**config.mk**
```make
export PLATFORM = sky130hd
export DESIGN_NAME = heartbeat_watchdog_keeper
export DESIGN_NICKNAME = d
export VERILOG_FILES = /design/src/sv/hwk_pkg.sv /design/src/sv/heartbeat_watchdog_keeper.sv /design/src/sv/hwk_csr.sv /design/src/sv/hwk_core.sv
export SDC_FILE = /design/constraint.sdc
export NUM_CORES = 1
export LEC_CHECK = 0
export ABC_AREA = 1
export BUFFER_PORTS_ARGS = -buffer_cell sky130_fd_sc_hd__buf_2
export CAP_MARGIN = 20
export CORE_ASPECT_RATIO = 0.9
export CORE_UTILIZATION = 36
export DETAILED_ROUTE_END_ITERATION = 8
export SETUP_SLACK_MARGIN = 0.5
export SKIP_CTS_REPAIR_TIMING = 1
export SLEW_MARGIN = 25
export SYNTH_ARGS = -nofsm -noshare
export SYNTH_HDL_FRONTEND = slang
export SYNTH_SLANG_ARGS = --single-unit
```
**constraint.sdc**
```tcl
create_clock -name clock -period 5.7 [get_ports clock]
set_clock_uncertainty 0.2 [all_clocks]
set_input_delay 1.14 -clock clock [delete_from_list [all_inputs] [get_ports clock]]
set_output_delay 1.14 -clock clock [all_outputs]
set_load 0.01 [all_outputs]
```
**src/sv/hwk_pkg.sv**
```systemverilog
package hwk_pkg;

   localparam int TICKS_PER_SECOND_DEFAULT = 100;
   localparam int TIMEOUT_MAX = 3600;
   localparam int TIMEOUT_DEFAULT = 30;
   localparam int TMO_W = 12;
   localparam logic [7:0] MAGIC_CHAR = 8'h56;   // 'V'

   localparam int CSR_ADDR_W = 3;
   localparam int CSR_DATA_W = 32;
   localparam logic [0:0] REG_NO_WAY_OUT = 1'b0;

   localparam logic [1:0] STATUS_OK = 2'd0;
   localparam logic [1:0] STATUS_BUSY = 2'd1;
   localparam logic [1:0] STATUS_INVALID = 2'd2;

   typedef enum logic [2:0] {
      ACT_TICK        = 3'd0,
      ACT_OPEN        = 3'd1,
      ACT_WRITE       = 3'd2,
      ACT_CLOSE       = 3'd3,
      ACT_KEEPALIVE   = 3'd4,
      ACT_SET_TIMEOUT = 3'd5,
      ACT_SET_OPTIONS = 3'd6,
      ACT_SHUTDOWN    = 3'd7
   } action_type;

   typedef struct packed {
      action_type  action;
      logic [7:0]  byte_value;
      logic        first_byte;
      logic [15:0] value;
   } req_type;

   typedef struct packed {
      logic             ping_strobe;
      logic             stop_strobe;
      logic             heartbeat_lost;
      logic             unexpected_close;
      logic [1:0]       status;
      logic [TMO_W-1:0] timeout_now;
   } rsp_type;

endpackage

```
**src/sv/heartbeat_watchdog_keeper.sv**
```systemverilog
// A req transfer lands in the input register, and its result in the result register, which drives rsp_valid.
// Throughput: one item per cycle; the only limit is rsp_stall, which backs up into req_stall.
// All action logic (including the reload multiply by a constant) sits between the two registers.
// Reset (synchronous, active high): pipeline empty, timer disarmed, device closed,
// counters zero, timeout 30 s, no_way_out cleared.
module heartbeat_watchdog_keeper
   import hwk_pkg::*;
#(
   parameter int TICKS_PER_SECOND = TICKS_PER_SECOND_DEFAULT
) (
   input  logic                  clock,
   input  logic                  reset,
   // item channel
   input  logic                  req_valid,
   output logic                  req_stall,
   input  req_type               req_data,
   // result channel
   output logic                  rsp_valid,
   input  logic                  rsp_stall,
   output rsp_type               rsp_data,
   // register port
   input  logic                  psel,
   input  logic                  penable,
   input  logic                  pwrite,
   input  logic [CSR_ADDR_W-1:0] paddr,
   input  logic [CSR_DATA_W-1:0] pwdata,
   output logic [CSR_DATA_W-1:0] prdata,
   output logic                  pready
);

   // input stage
   logic    in_valid_ff, in_valid_in;
   req_type in_data_ff;
   // result stage
   logic    out_valid_ff, out_valid_in;
   rsp_type out_data_ff;

   logic    out_free;     // result register can take a new item this cycle
   logic    fire;         // input-stage item is processed and moves to the result register
   logic    req_xfer;
   logic    no_way_out;
   rsp_type result;

   hwk_csr u_csr (
      .clock      (clock),
      .reset      (reset),
      .psel       (psel),
      .penable    (penable),
      .pwrite     (pwrite),
      .paddr      (paddr),
      .pwdata     (pwdata),
      .prdata     (prdata),
      .pready     (pready),
      .no_way_out (no_way_out)
   );

   hwk_core #(
      .TICKS_PER_SECOND (TICKS_PER_SECOND)
   ) u_core (
      .clock      (clock),
      .reset      (reset),
      .fire       (fire),
      .item       (in_data_ff),
      .no_way_out (no_way_out),
      .result     (result)
   );

   assign out_free = !out_valid_ff || !rsp_stall;
   assign fire = in_valid_ff && out_free;
   // input stage only backs up when it holds an item that cannot move on
   assign req_stall = in_valid_ff && !out_free;
   assign req_xfer = req_valid && !req_stall;

   assign in_valid_in = req_xfer || (in_valid_ff && !fire);
   assign out_valid_in = out_free ? fire : out_valid_ff;

   always_ff @(posedge clock) begin
      if (reset) begin
         in_valid_ff <= 1'b0;
         out_valid_ff <= 1'b0;
      end else begin
         in_valid_ff <= in_valid_in;
         out_valid_ff <= out_valid_in;
      end
   end

   // payload registers, no reset needed
   always_ff @(posedge clock) begin
      if (req_xfer) begin
         in_data_ff <= req_data;
      end
      if (fire) begin
         out_data_ff <= result;
      end
   end

   assign rsp_valid = out_valid_ff;
   assign rsp_data = out_data_ff;

endmodule

```
**src/sv/hwk_csr.sv**
```systemverilog
module hwk_csr
   import hwk_pkg::*;
(
   input  logic                  clock,
   input  logic                  reset,
   input  logic                  psel,
   input  logic                  penable,
   input  logic                  pwrite,
   input  logic [CSR_ADDR_W-1:0] paddr,
   input  logic [CSR_DATA_W-1:0] pwdata,
   output logic [CSR_DATA_W-1:0] prdata,
   output logic                  pready,
   output logic                  no_way_out
);

   logic no_way_out_ff;
   logic no_way_out_in;
   logic wr_hit;

   // word index sits above the byte offset
   assign wr_hit = psel && penable && pwrite && (paddr[CSR_ADDR_W-1] == REG_NO_WAY_OUT);
   assign no_way_out_in = wr_hit ? pwdata[0] : no_way_out_ff;

   always_ff @(posedge clock) begin
      if (reset) begin
         no_way_out_ff <= 1'b0;
      end else begin
         no_way_out_ff <= no_way_out_in;
      end
   end

   always_comb begin
      prdata = '0;
      if (paddr[CSR_ADDR_W-1] == REG_NO_WAY_OUT) begin
         prdata[0] = no_way_out_ff;
      end
   end

   assign pready = 1'b1;
   assign no_way_out = no_way_out_ff;

endmodule

```
**src/sv/hwk_core.sv**
```systemverilog
module hwk_core
   import hwk_pkg::*;
#(
   parameter int TICKS_PER_SECOND = TICKS_PER_SECOND_DEFAULT
) (
   input  logic    clock,
   input  logic    reset,
   input  logic    fire,
   input  req_type item,
   input  logic    no_way_out,
   output rsp_type result
);

   localparam int PING_INTERVAL = TICKS_PER_SECOND / 4 + 1;
   localparam int HB_W = $clog2(TIMEOUT_MAX * TICKS_PER_SECOND + 1);
   localparam int PC_W = $clog2(PING_INTERVAL + 1);

   logic             open_ff, open_in;
   logic             armed_ff, armed_in;
   logic             magic_ff, magic_in;
   logic [HB_W-1:0]  hb_ff, hb_in;
   logic [PC_W-1:0]  pc_ff, pc_in;
   logic [TMO_W-1:0] tmo_ff, tmo_in;

   logic [TMO_W-1:0] tmo_sel;
   logic [HB_W-1:0]  reload;
   logic [HB_W-1:0]  hb_dec;
   logic             tmo_ok;
   rsp_type          res;

   // heartbeat reload uses the new timeout on a set-timeout item
   assign tmo_sel = (item.action == ACT_SET_TIMEOUT) ? item.value[TMO_W-1:0] : tmo_ff;
   assign reload = HB_W'(32'(tmo_sel) * 32'(TICKS_PER_SECOND));
   assign hb_dec = (hb_ff != '0) ? hb_ff - HB_W'(1) : hb_ff;
   assign tmo_ok = (item.value >= 16'd1) && (item.value <= 16'(TIMEOUT_MAX));

   always_comb begin
      open_in = open_ff;
      armed_in = armed_ff;
      magic_in = magic_ff;
      hb_in = hb_ff;
      pc_in = pc_ff;
      tmo_in = tmo_ff;
      res = '0;
      res.status = STATUS_OK;
      case (item.action)
         ACT_TICK: begin
            hb_in = hb_dec;
            if (armed_ff) begin
               if (pc_ff <= PC_W'(1)) begin
                  if (hb_dec != '0) begin
                     res.ping_strobe = 1'b1;
                     pc_in = PC_W'(PING_INTERVAL);
                  end else begin
                     res.heartbeat_lost = 1'b1;
                     armed_in = 1'b0;
                     pc_in = '0;
                  end
               end else begin
                  pc_in = pc_ff - PC_W'(1);
               end
            end
         end
         ACT_OPEN: begin
            if (open_ff) begin
               res.status = STATUS_BUSY;
            end else begin
               open_in = 1'b1;
               hb_in = reload;
               pc_in = PC_W'(PING_INTERVAL);
               armed_in = 1'b1;
            end
         end
         ACT_WRITE: begin
            if (!no_way_out) begin
               if (item.byte_value == MAGIC_CHAR) begin
                  magic_in = 1'b1;
               end else if (item.first_byte) begin
                  magic_in = 1'b0;
               end
            end
            hb_in = reload;
         end
         ACT_CLOSE: begin
            res.stop_strobe = magic_ff;
            res.unexpected_close = !magic_ff;
            armed_in = 1'b0;
            open_in = 1'b0;
            magic_in = 1'b0;
         end
         ACT_KEEPALIVE: begin
            hb_in = reload;
         end
         ACT_SET_TIMEOUT: begin
            if (tmo_ok) begin
               tmo_in = item.value[TMO_W-1:0];
               hb_in = reload;
            end else begin
               res.status = STATUS_INVALID;
            end
         end
         ACT_SET_OPTIONS: begin
            if (item.value[1:0] == 2'b00) begin
               res.status = STATUS_INVALID;
            end else begin
               // disable first, then enable
               if (item.value[0]) begin
                  armed_in = 1'b0;
                  res.stop_strobe = 1'b1;
               end
               if (item.value[1]) begin
                  hb_in = reload;
                  pc_in = PC_W'(PING_INTERVAL);
                  armed_in = 1'b1;
               end
            end
         end
         ACT_SHUTDOWN: begin
            armed_in = 1'b0;
            res.stop_strobe = 1'b1;
         end
         default: begin
            res.status = STATUS_OK;
         end
      endcase
      res.timeout_now = tmo_in;
   end

   always_ff @(posedge clock) begin
      if (reset) begin
         open_ff <= 1'b0;
         armed_ff <= 1'b0;
         magic_ff <= 1'b0;
         hb_ff <= '0;
         pc_ff <= '0;
         tmo_ff <= TMO_W'(TIMEOUT_DEFAULT);
      end else if (fire) begin
         open_ff <= open_in;
         armed_ff <= armed_in;
         magic_ff <= magic_in;
         hb_ff <= hb_in;
         pc_ff <= pc_in;
         tmo_ff <= tmo_in;
      end
   end

   assign result = res;

endmodule

```
==> results.txt, run 1 <==
outcome -> complete, no violations
Seq/Total Area, Yosys -> 0.378
die outline width -> 137 um
ys flop type -> edfxtp_1
Post-Synthesis Cells -> 731
DP HPWL -> 9480 um
Reg2Reg Launch Point -> in_data_ff[25]
layout cells sized above 1 -> 0.154
number of synthesized flops with an enable pin -> 46
Worst EP required -> 5770 ps
Routed Antenna Nets -> 0
Fmax -> 220 MHz
FP Rows -> 43
Reg-to-Reg End -> u_core.hb_ff[16]
pwr dens -> 312 nW/um^2
wire per inst -> 12.8 um
R2R depth -> 18
global-route wire length before repair -> 20700 um
critical path's top delay family -> adder cells
Ys Warns -> 0
die area -> 16800 sq um
Tmin final -> 4550 ps
largest net degree at the start of global routing -> 32
Peak supply drop -> 149 uV
Critical Path AT -> 4620 ps
CP Launch Type -> register
CP max FO -> 25
min-delay src -> u_core.hb_ff[16]
Crit. End Element -> register
Post-Layout Inst Area -> 6510 sq um
final setup TNS -> 0 ps
Mapped Area -> 5870 sq um
Syn Area/Cell -> 8.04 sq um
Root Driver -> clkbuf_16
worst-case hold path end point -> u_core.hb_ff[16]
R2R setup slack -> 1150 ps
Initial Util -> 0.375
placed cell count -> 972
Worst-path clk slew -> 70 ps
Hold Crit Class -> register to register
slowest CP cell -> edfxtp_1
Slew HR -> 0.321
Final Non-Filler Cells -> 988
max-slew violations -> 0
# diodes -> 0
total wire length -> 12600 um
Congestion Overflow GR -> 0
fin crit share -> 0.798
flops & latches, synth -> 88
Tot GR Track Use -> 0.157
Area growth syn-to-layout -> 10.8%
die height -> 123 um
worst-margin pin slew -> 1020 ps
post-synth cell types -> 44
Cell Chain, Critical Path -> inv_2 -> nor3_4 -> inv_2 -> o21ai_0 -> ha_1 -> ha_1 -> inv_1 -> fa_1 -> inv_1 -> ha_1 -> a21oi_1 -> o21ai_0 -> a21oi_1 -> o21ai_0 -> or2_2 -> nand3_1 -> nand2_1 -> a21oi_1
Core Region -> 15700 sq um
FILL cells -> 1583
CP Class -> register to register
DRT Pass-1 Iters -> 5
area post-placement -> 6200 sq um
slowest cell delay on critical path -> 490 ps
worst skew pair latency -> 350 ps
# DRC -> 0
clock tree buffer depth -> 2
nets@finish -> 900
leakage -> 3.03 nW
TritonCTS clock tree -> done
hold path depth -> 2
clk sinks -> 88
total CTS buffers -> 9
RePlAce Congestion -> 0.910
Via Count -> 4822
# IOs -> 123
vias in the first global route -> 4242
total power draw -> 2.03 mW
final hold vios -> 0
antenna violations before repair -> 0
setup violators final -> 0
worst path bufs/invs -> 4
Avg Vias per Cell -> 4.88
unrepaired setup endpoints after global routing -> no
port bufs -> 57
asr flop ratio synth -> 0
H-tree Lvls -> 3
1st-iter DRT viols -> 305
max-cap viol count -> 0
-- cell usage after synthesis (all sizes together), types with 2 or more instances --
cell type	count	share of area
nand2	147	0.099
inv	97	0.062
o21ai	75	0.064
nor2	64	0.050
a21oi	62	0.055
edfxtp	46	0.24
ha	43	0.092
dfxtp	42	0.14
buf	39	0.050
nand3	24	0.023
clkbuf	11	0.0070
xnor2	10	0.015
xor2	10	0.015
a211oi	9	0.012
nor3	9	0.012
fa	6	0.020
nand4	6	0.0064
a31oi	5	0.0053
o21a	5	0.0064
nand3b	4	0.0051
nor4	4	0.0068
a21o	3	0.0038
and2	2	0.0021
conb	2	0.0013
-- metal layers --
| metal | global-route usage | up-vias | share of wire |
|---|---|---|---|
| li1 | - | 2477 | - |
| met1 | 0.230 | 2215 | 0.52 |
| met2 | 0.232 | 116 | 0.42 |
| met3 | 0.0299 | 14 | 0.042 |
| met4 | 0.0486 | 0 | 0.011 |
| met5 | 0 | - | 0 |
-- worst max path at each step --
stage               slack (ps)  cells past startpoint            from               end
finish                    1150                     18  in_data_ff[25]  u_core.hb_ff[16]
detailed placement        1120                     18  in_data_ff[25]  u_core.hb_ff[16]
floorplan                 1530                     20  in_data_ff[26]  u_core.hb_ff[16]
global placement          1200                     17  in_data_ff[26]  u_core.hb_ff[16]
CTS                       1100                     18  in_data_ff[25]  u_core.hb_ff[16]
global route               720                     18  in_data_ff[25]  u_core.hb_ff[16]
-- layout make-up --
class / instances / area, sq um / area share
clock buffer: 9 / 225 / 0.0346
multi-input combinational: 526 / 3060 / 0.470
timing repair buffer: 59 / 300 / 0.0461
inverter: 97 / 364 / 0.0559
tap: 202 / 253 / 0.0388
sequential: 88 / 2220 / 0.341
clock inverter: 7 / 83.8 / 0.0129
-- worst min-delay path: stages, from the launching register on --
cell,delay [ps]
dfxtp_1,320
nand2_1,60
a21oi_1,60
-- cells by family (layout without fill, tap and decap cells) --
logic type / count (synthesis) / in the layout / share of synthesized area
and+or+nand+nor: 262 / 262 / 0.207
AOI/OAI and AO/OA: 163 / 163 / 0.152
buffers and inverters: 147 / 172 / 0.119
DFF: 88 / 88 / 0.378
adders and majority gates: 49 / 49 / 0.112
xor gates and xnor gates: 20 / 20 / 0.0298
other: 2 / 32 / 0.00128
-- registers in the layout, summed over array words and instances (netlist names) --
name,count
u_core.armed_ff,1
u_core.hb_ff,19
rsp_valid,1
in_data_ff,28
u_core.pc_ff,5
in_valid_ff,1
u_core.magic_ff,1
rsp_data,18
u_core.open_ff,1
u_core.tmo_ff,12
u_csr.no_way_out,1
-- cells in the final DEF (no fill, tap or decap), drive strengths merged, types with 2 or more instances in the layout --
cell,count
nand4,6
xnor2,10
edfxtp,46
a21oi,62
inv,101
dfxtp,42
nor2,64
nor3,9
conb,32
nand3,24
o21a,5
buf,59
clkbuf,9
and2,2
a31oi,5
a211oi,9
fa,6
nand2,147
nand3b,4
xor2,10
o21ai,75
ha,43
nor4,4
a21o,3
-- stage by stage --
step / util / worst slack [ps] / hold slack, ps
2_1_floorplan: - / 1530 / 255
3_3_place_gp: 0.396 / 1200 / 274
3_5_place_dp: 0.396 / 1120 / 283
4_1_cts: 0.416 / 1100 / 297
5_1_grt: 0.416 / 724 / 318
6_report: 0.416 / 1150 / 290
-- power by group --
part / internal, mW / switching [mW]
registers: 0.707 / 0.0261
clock network: 0.349 / 0.273
logic: 0.244 / 0.431
total: 1.30 / 0.730
Power figures use the tool's default switching activity.
==> run 2: changes to the inputs <==
--- a/config.mk
+++ b/config.mk
@@ -5,7 +5,7 @@
 export SDC_FILE = /design/constraint.sdc
 export NUM_CORES = 1
 export LEC_CHECK = 0
-export ABC_AREA = 1
+export ABC_AREA = 0
 export BUFFER_PORTS_ARGS = -buffer_cell sky130_fd_sc_hd__buf_2
 export CAP_MARGIN = 20
 export CORE_ASPECT_RATIO = 0.9
==> constraint.sdc (replaced) <==
create_clock -name clock -period 4.4 [get_ports clock]
set_clock_uncertainty 0.2 [all_clocks]
set_input_delay 0.88 -clock clock [delete_from_list [all_inputs] [get_ports clock]]
set_output_delay 0.88 -clock clock [all_outputs]
set_load 0.01 [all_outputs]
==> results.txt, run 2 <==
Post-Synthesis Cells -> 621 (-15%)
flops & latches, synth -> 88 (unchanged)
nets@finish -> 806 (-10%)
outcome -> complete, no violations
Avg Vias per Cell -> 5.33 (+9.2%)
Routed Antenna Nets -> 0 (unchanged)
Syn Area/Cell -> 9.40 sq um (+17%)
setup violators final -> 0 (unchanged)
clk sinks -> 88 (unchanged)
top cells by count, synth -> 62 x nor2_1, 46 x edfxtp_1, 44 x nand2_1
Synth Area in XOR/XNOR -> 0.0150 (-0.0148)
DRT Pass-1 Iters -> 5 (unchanged)
CP Class -> register to register
Area growth syn-to-layout -> 21.4%
Via Count -> 4763 (-1.2%)
ys flop type -> edfxtp_1
post-synthesis compound-gate area fraction -> 0.161 (+0.00869)
Reg power frac -> 0.332 (-0.029)
Top reg by flops -> in_data_ff
number of synthesized flops with an enable pin -> 46 (unchanged)
area leader, netlist -> edfxtp_1
Worst EP required -> 4420 ps (-1350 ps)
pwr dens -> 407 nW/um^2 (+31%)
final hold vios -> 0 (unchanged)
Peak supply drop -> 240 uV (+61%)
Post-Synth Simple-Gate Area -> 0.179 (-0.0278)
Congestion Overflow GR -> 0 (unchanged)
max-cap viol count -> 0 (unchanged)
clock tree buffer depth -> 2 (unchanged)
switching part of the total -> 0.347 (-0.0132)
worst skew pair latency -> 350 ps (about the same)
CP Launch Type -> register
DP HPWL -> 9710 um (+2.4%)
antenna violations before repair -> 0 (unchanged)
Initial Util -> 0.374 (-0.00111)
commonest non-fill, non-tap cell in the layout -> nor2_1
TritonCTS clock tree -> done
Slew HR -> 0.333 (+0.0112)
final setup TNS -> 0 ps (unchanged)
die area -> 16700 sq um (-0.63%)
post-synth cell types -> 72 (+64%)
# diodes -> 0 (unchanged)
Clk pwr share -> 0.272 (-0.034)
asr flop ratio synth -> 0 (unchanged)
Core Region -> 15600 sq um (-0.34%)
total CTS buffers -> 9 (unchanged)
layout cells sized above 1 -> 0.277 (+0.124)
Comb power frac -> 0.396 (+0.063)
vias in the first global route -> 4484 (+5.7%)
Mapped Area -> 5840 sq um (-0.64%)
largest net degree at the start of global routing -> 35 (+9.4%)
max-slew violations -> 0 (unchanged)
# DRC -> 0 (unchanged)
most frequent cells in the layout -> 60 x nor2_1, 57 x buf_2, 46 x edfxtp_1
die outline width -> 136 um (-0.31%)
placed cell count -> 863 (-11%)
H-tree Lvls -> 3 (unchanged)
Psw -> 1000 uW (+37%)
Tmin final -> 4030 ps (-520 ps)
RePlAce Congestion -> 0.879 (-3.4%)
1st-iter DRT viols -> 281 (-7.9%)
Tot GR Track Use -> 0.168 (+0.0110)
Seq/Total Area, Yosys -> 0.381 (+0.00243)
max FFs per register -> 28 (unchanged)
fin util -> 0.454 (+0.0382)
Hold Crit Class -> register to register
Fmax -> 248 MHz (+13%)
# IOs -> 123 (unchanged)
post-synth top area share -> 0.237 (+0.00151)
wire per inst -> 15.7 um (+23%)
global-route wire length before repair -> 21900 um (+6.1%)
FP Rows -> 43 (unchanged)
leakage -> 2.87 nW (-5.3%)
port bufs -> 57 (unchanged)
post-synthesis mux area share -> 0.0602 (+0.0602)
CP max FO -> 5 (-80%)
Critical Path AT -> 4050 ps (-570 ps)
die height -> 123 um (-0.32%)
most common cell in the netlist -> nor2_1
worst-margin pin slew -> 1000 ps (-14.3 ps)
top cells by area, synth -> edfxtp_1 24%, dfxtp_1 14%, ha_1 9.2%, mux2_2 4.8%, buf_4 4.2%
FILL cells -> 1477 (-6.7%)
largest family of logic cells by synthesized area -> simple AND/OR/NAND/NOR gates
Worst-path clk slew -> 70 ps (about the same)
total wire length -> 14000 um (+11%)
Crit. End Element -> register
unrepaired setup endpoints after global routing -> yes
internal power -> 1.88 mW (+45%)
Root Driver -> clkbuf_16
fin crit share -> 0.916 (+0.118)
Post-Synth Adder-Cell Area -> 0.113 (+0.000720)
Final Non-Filler Cells -> 894 (-9.5%)
Ys Warns -> 0 (unchanged)
-- run 2: power by group through the flow --
stage / clock [mW] / combinational [mW] / sequential [mW]
finish: 0.784 / 1.14 / 0.958
global route: 0.842 / 1.26 / 0.964
CTS: 0.800 / 0.939 / 0.954
detailed placement: 0 / 0.932 / 0.971
global placement: 0 / 0.915 / 0.969
floorplan: 0 / 0.770 / 0.963
-- run 2: cells by family after synthesis --
group | after synthesis
compound gates | 141
other cells | 2
fa+ha+maj | 49
buf+inv | 98
xor+xnor | 10
mux | 32
simple gates | 201
flops | 88
-- run 2: cell type report --
type | count | area, sq um | share of cell area
clock buffer | 10 | 229 | 0.0323
clock inverter | 6 | 71.3 | 0.0101
tap | 202 | 253 | 0.0357
inverter | 40 | 150 | 0.0212
multi-input combinational | 466 | 3650 | 0.516
sequential | 88 | 2220 | 0.314
timing repair buffer | 82 | 507 | 0.0715
-- run 2: layer usage --
layer  routed length [um]  vias to the layer above  track usage
met1                 6610                     2284        0.229
met3                  675                       25       0.0351
met4                  286                        0       0.0639
met2                 6450                      131        0.261
met5                    0                        -            0
li1                     -                     2323            -
-- run 2: worst max-delay path, stage by stage (launching register included) --
cell and delay, ps:
edfxtp_1 420, nor2b_4 210, nand2_4 90, clkbuf_16 170, mux2_4 310, ha_4 220
ha_4 270, inv_2 30, fa_1 480, inv_2 50, ha_4 290, o21ai_4 70
o21ai_2 190, a211oi_4 110, o41ai_2 340, a21oi_1 130, xor2_1 210, o22ai_1 100
-- run 2: per-stage QoR --
step	total power, mW	setup WS, ps	hold slack (ps)	instance area (sq um)
after floorplan	1.73	472	242	6120
after global placement	1.88	238	252	6340
after detailed placement	1.90	89.0	274	6340
after CTS	2.69	62.6	288	6640
after global routing	3.07	202	324	7090
final	2.88	372	299	7090
-- run 2: final timing paths --
check | from | to | slack, ps | depth (start not counted)
worst max register to register | in_data_ff[26] | u_core.hb_ff[18] | 370 | 17
worst min-delay path | u_core.pc_ff[4] | u_core.pc_ff[4] | 300 | 1
worst min register to register | u_core.pc_ff[4] | u_core.pc_ff[4] | 300 | 1
worst max-delay path | in_data_ff[26] | u_core.hb_ff[18] | 370 | 17
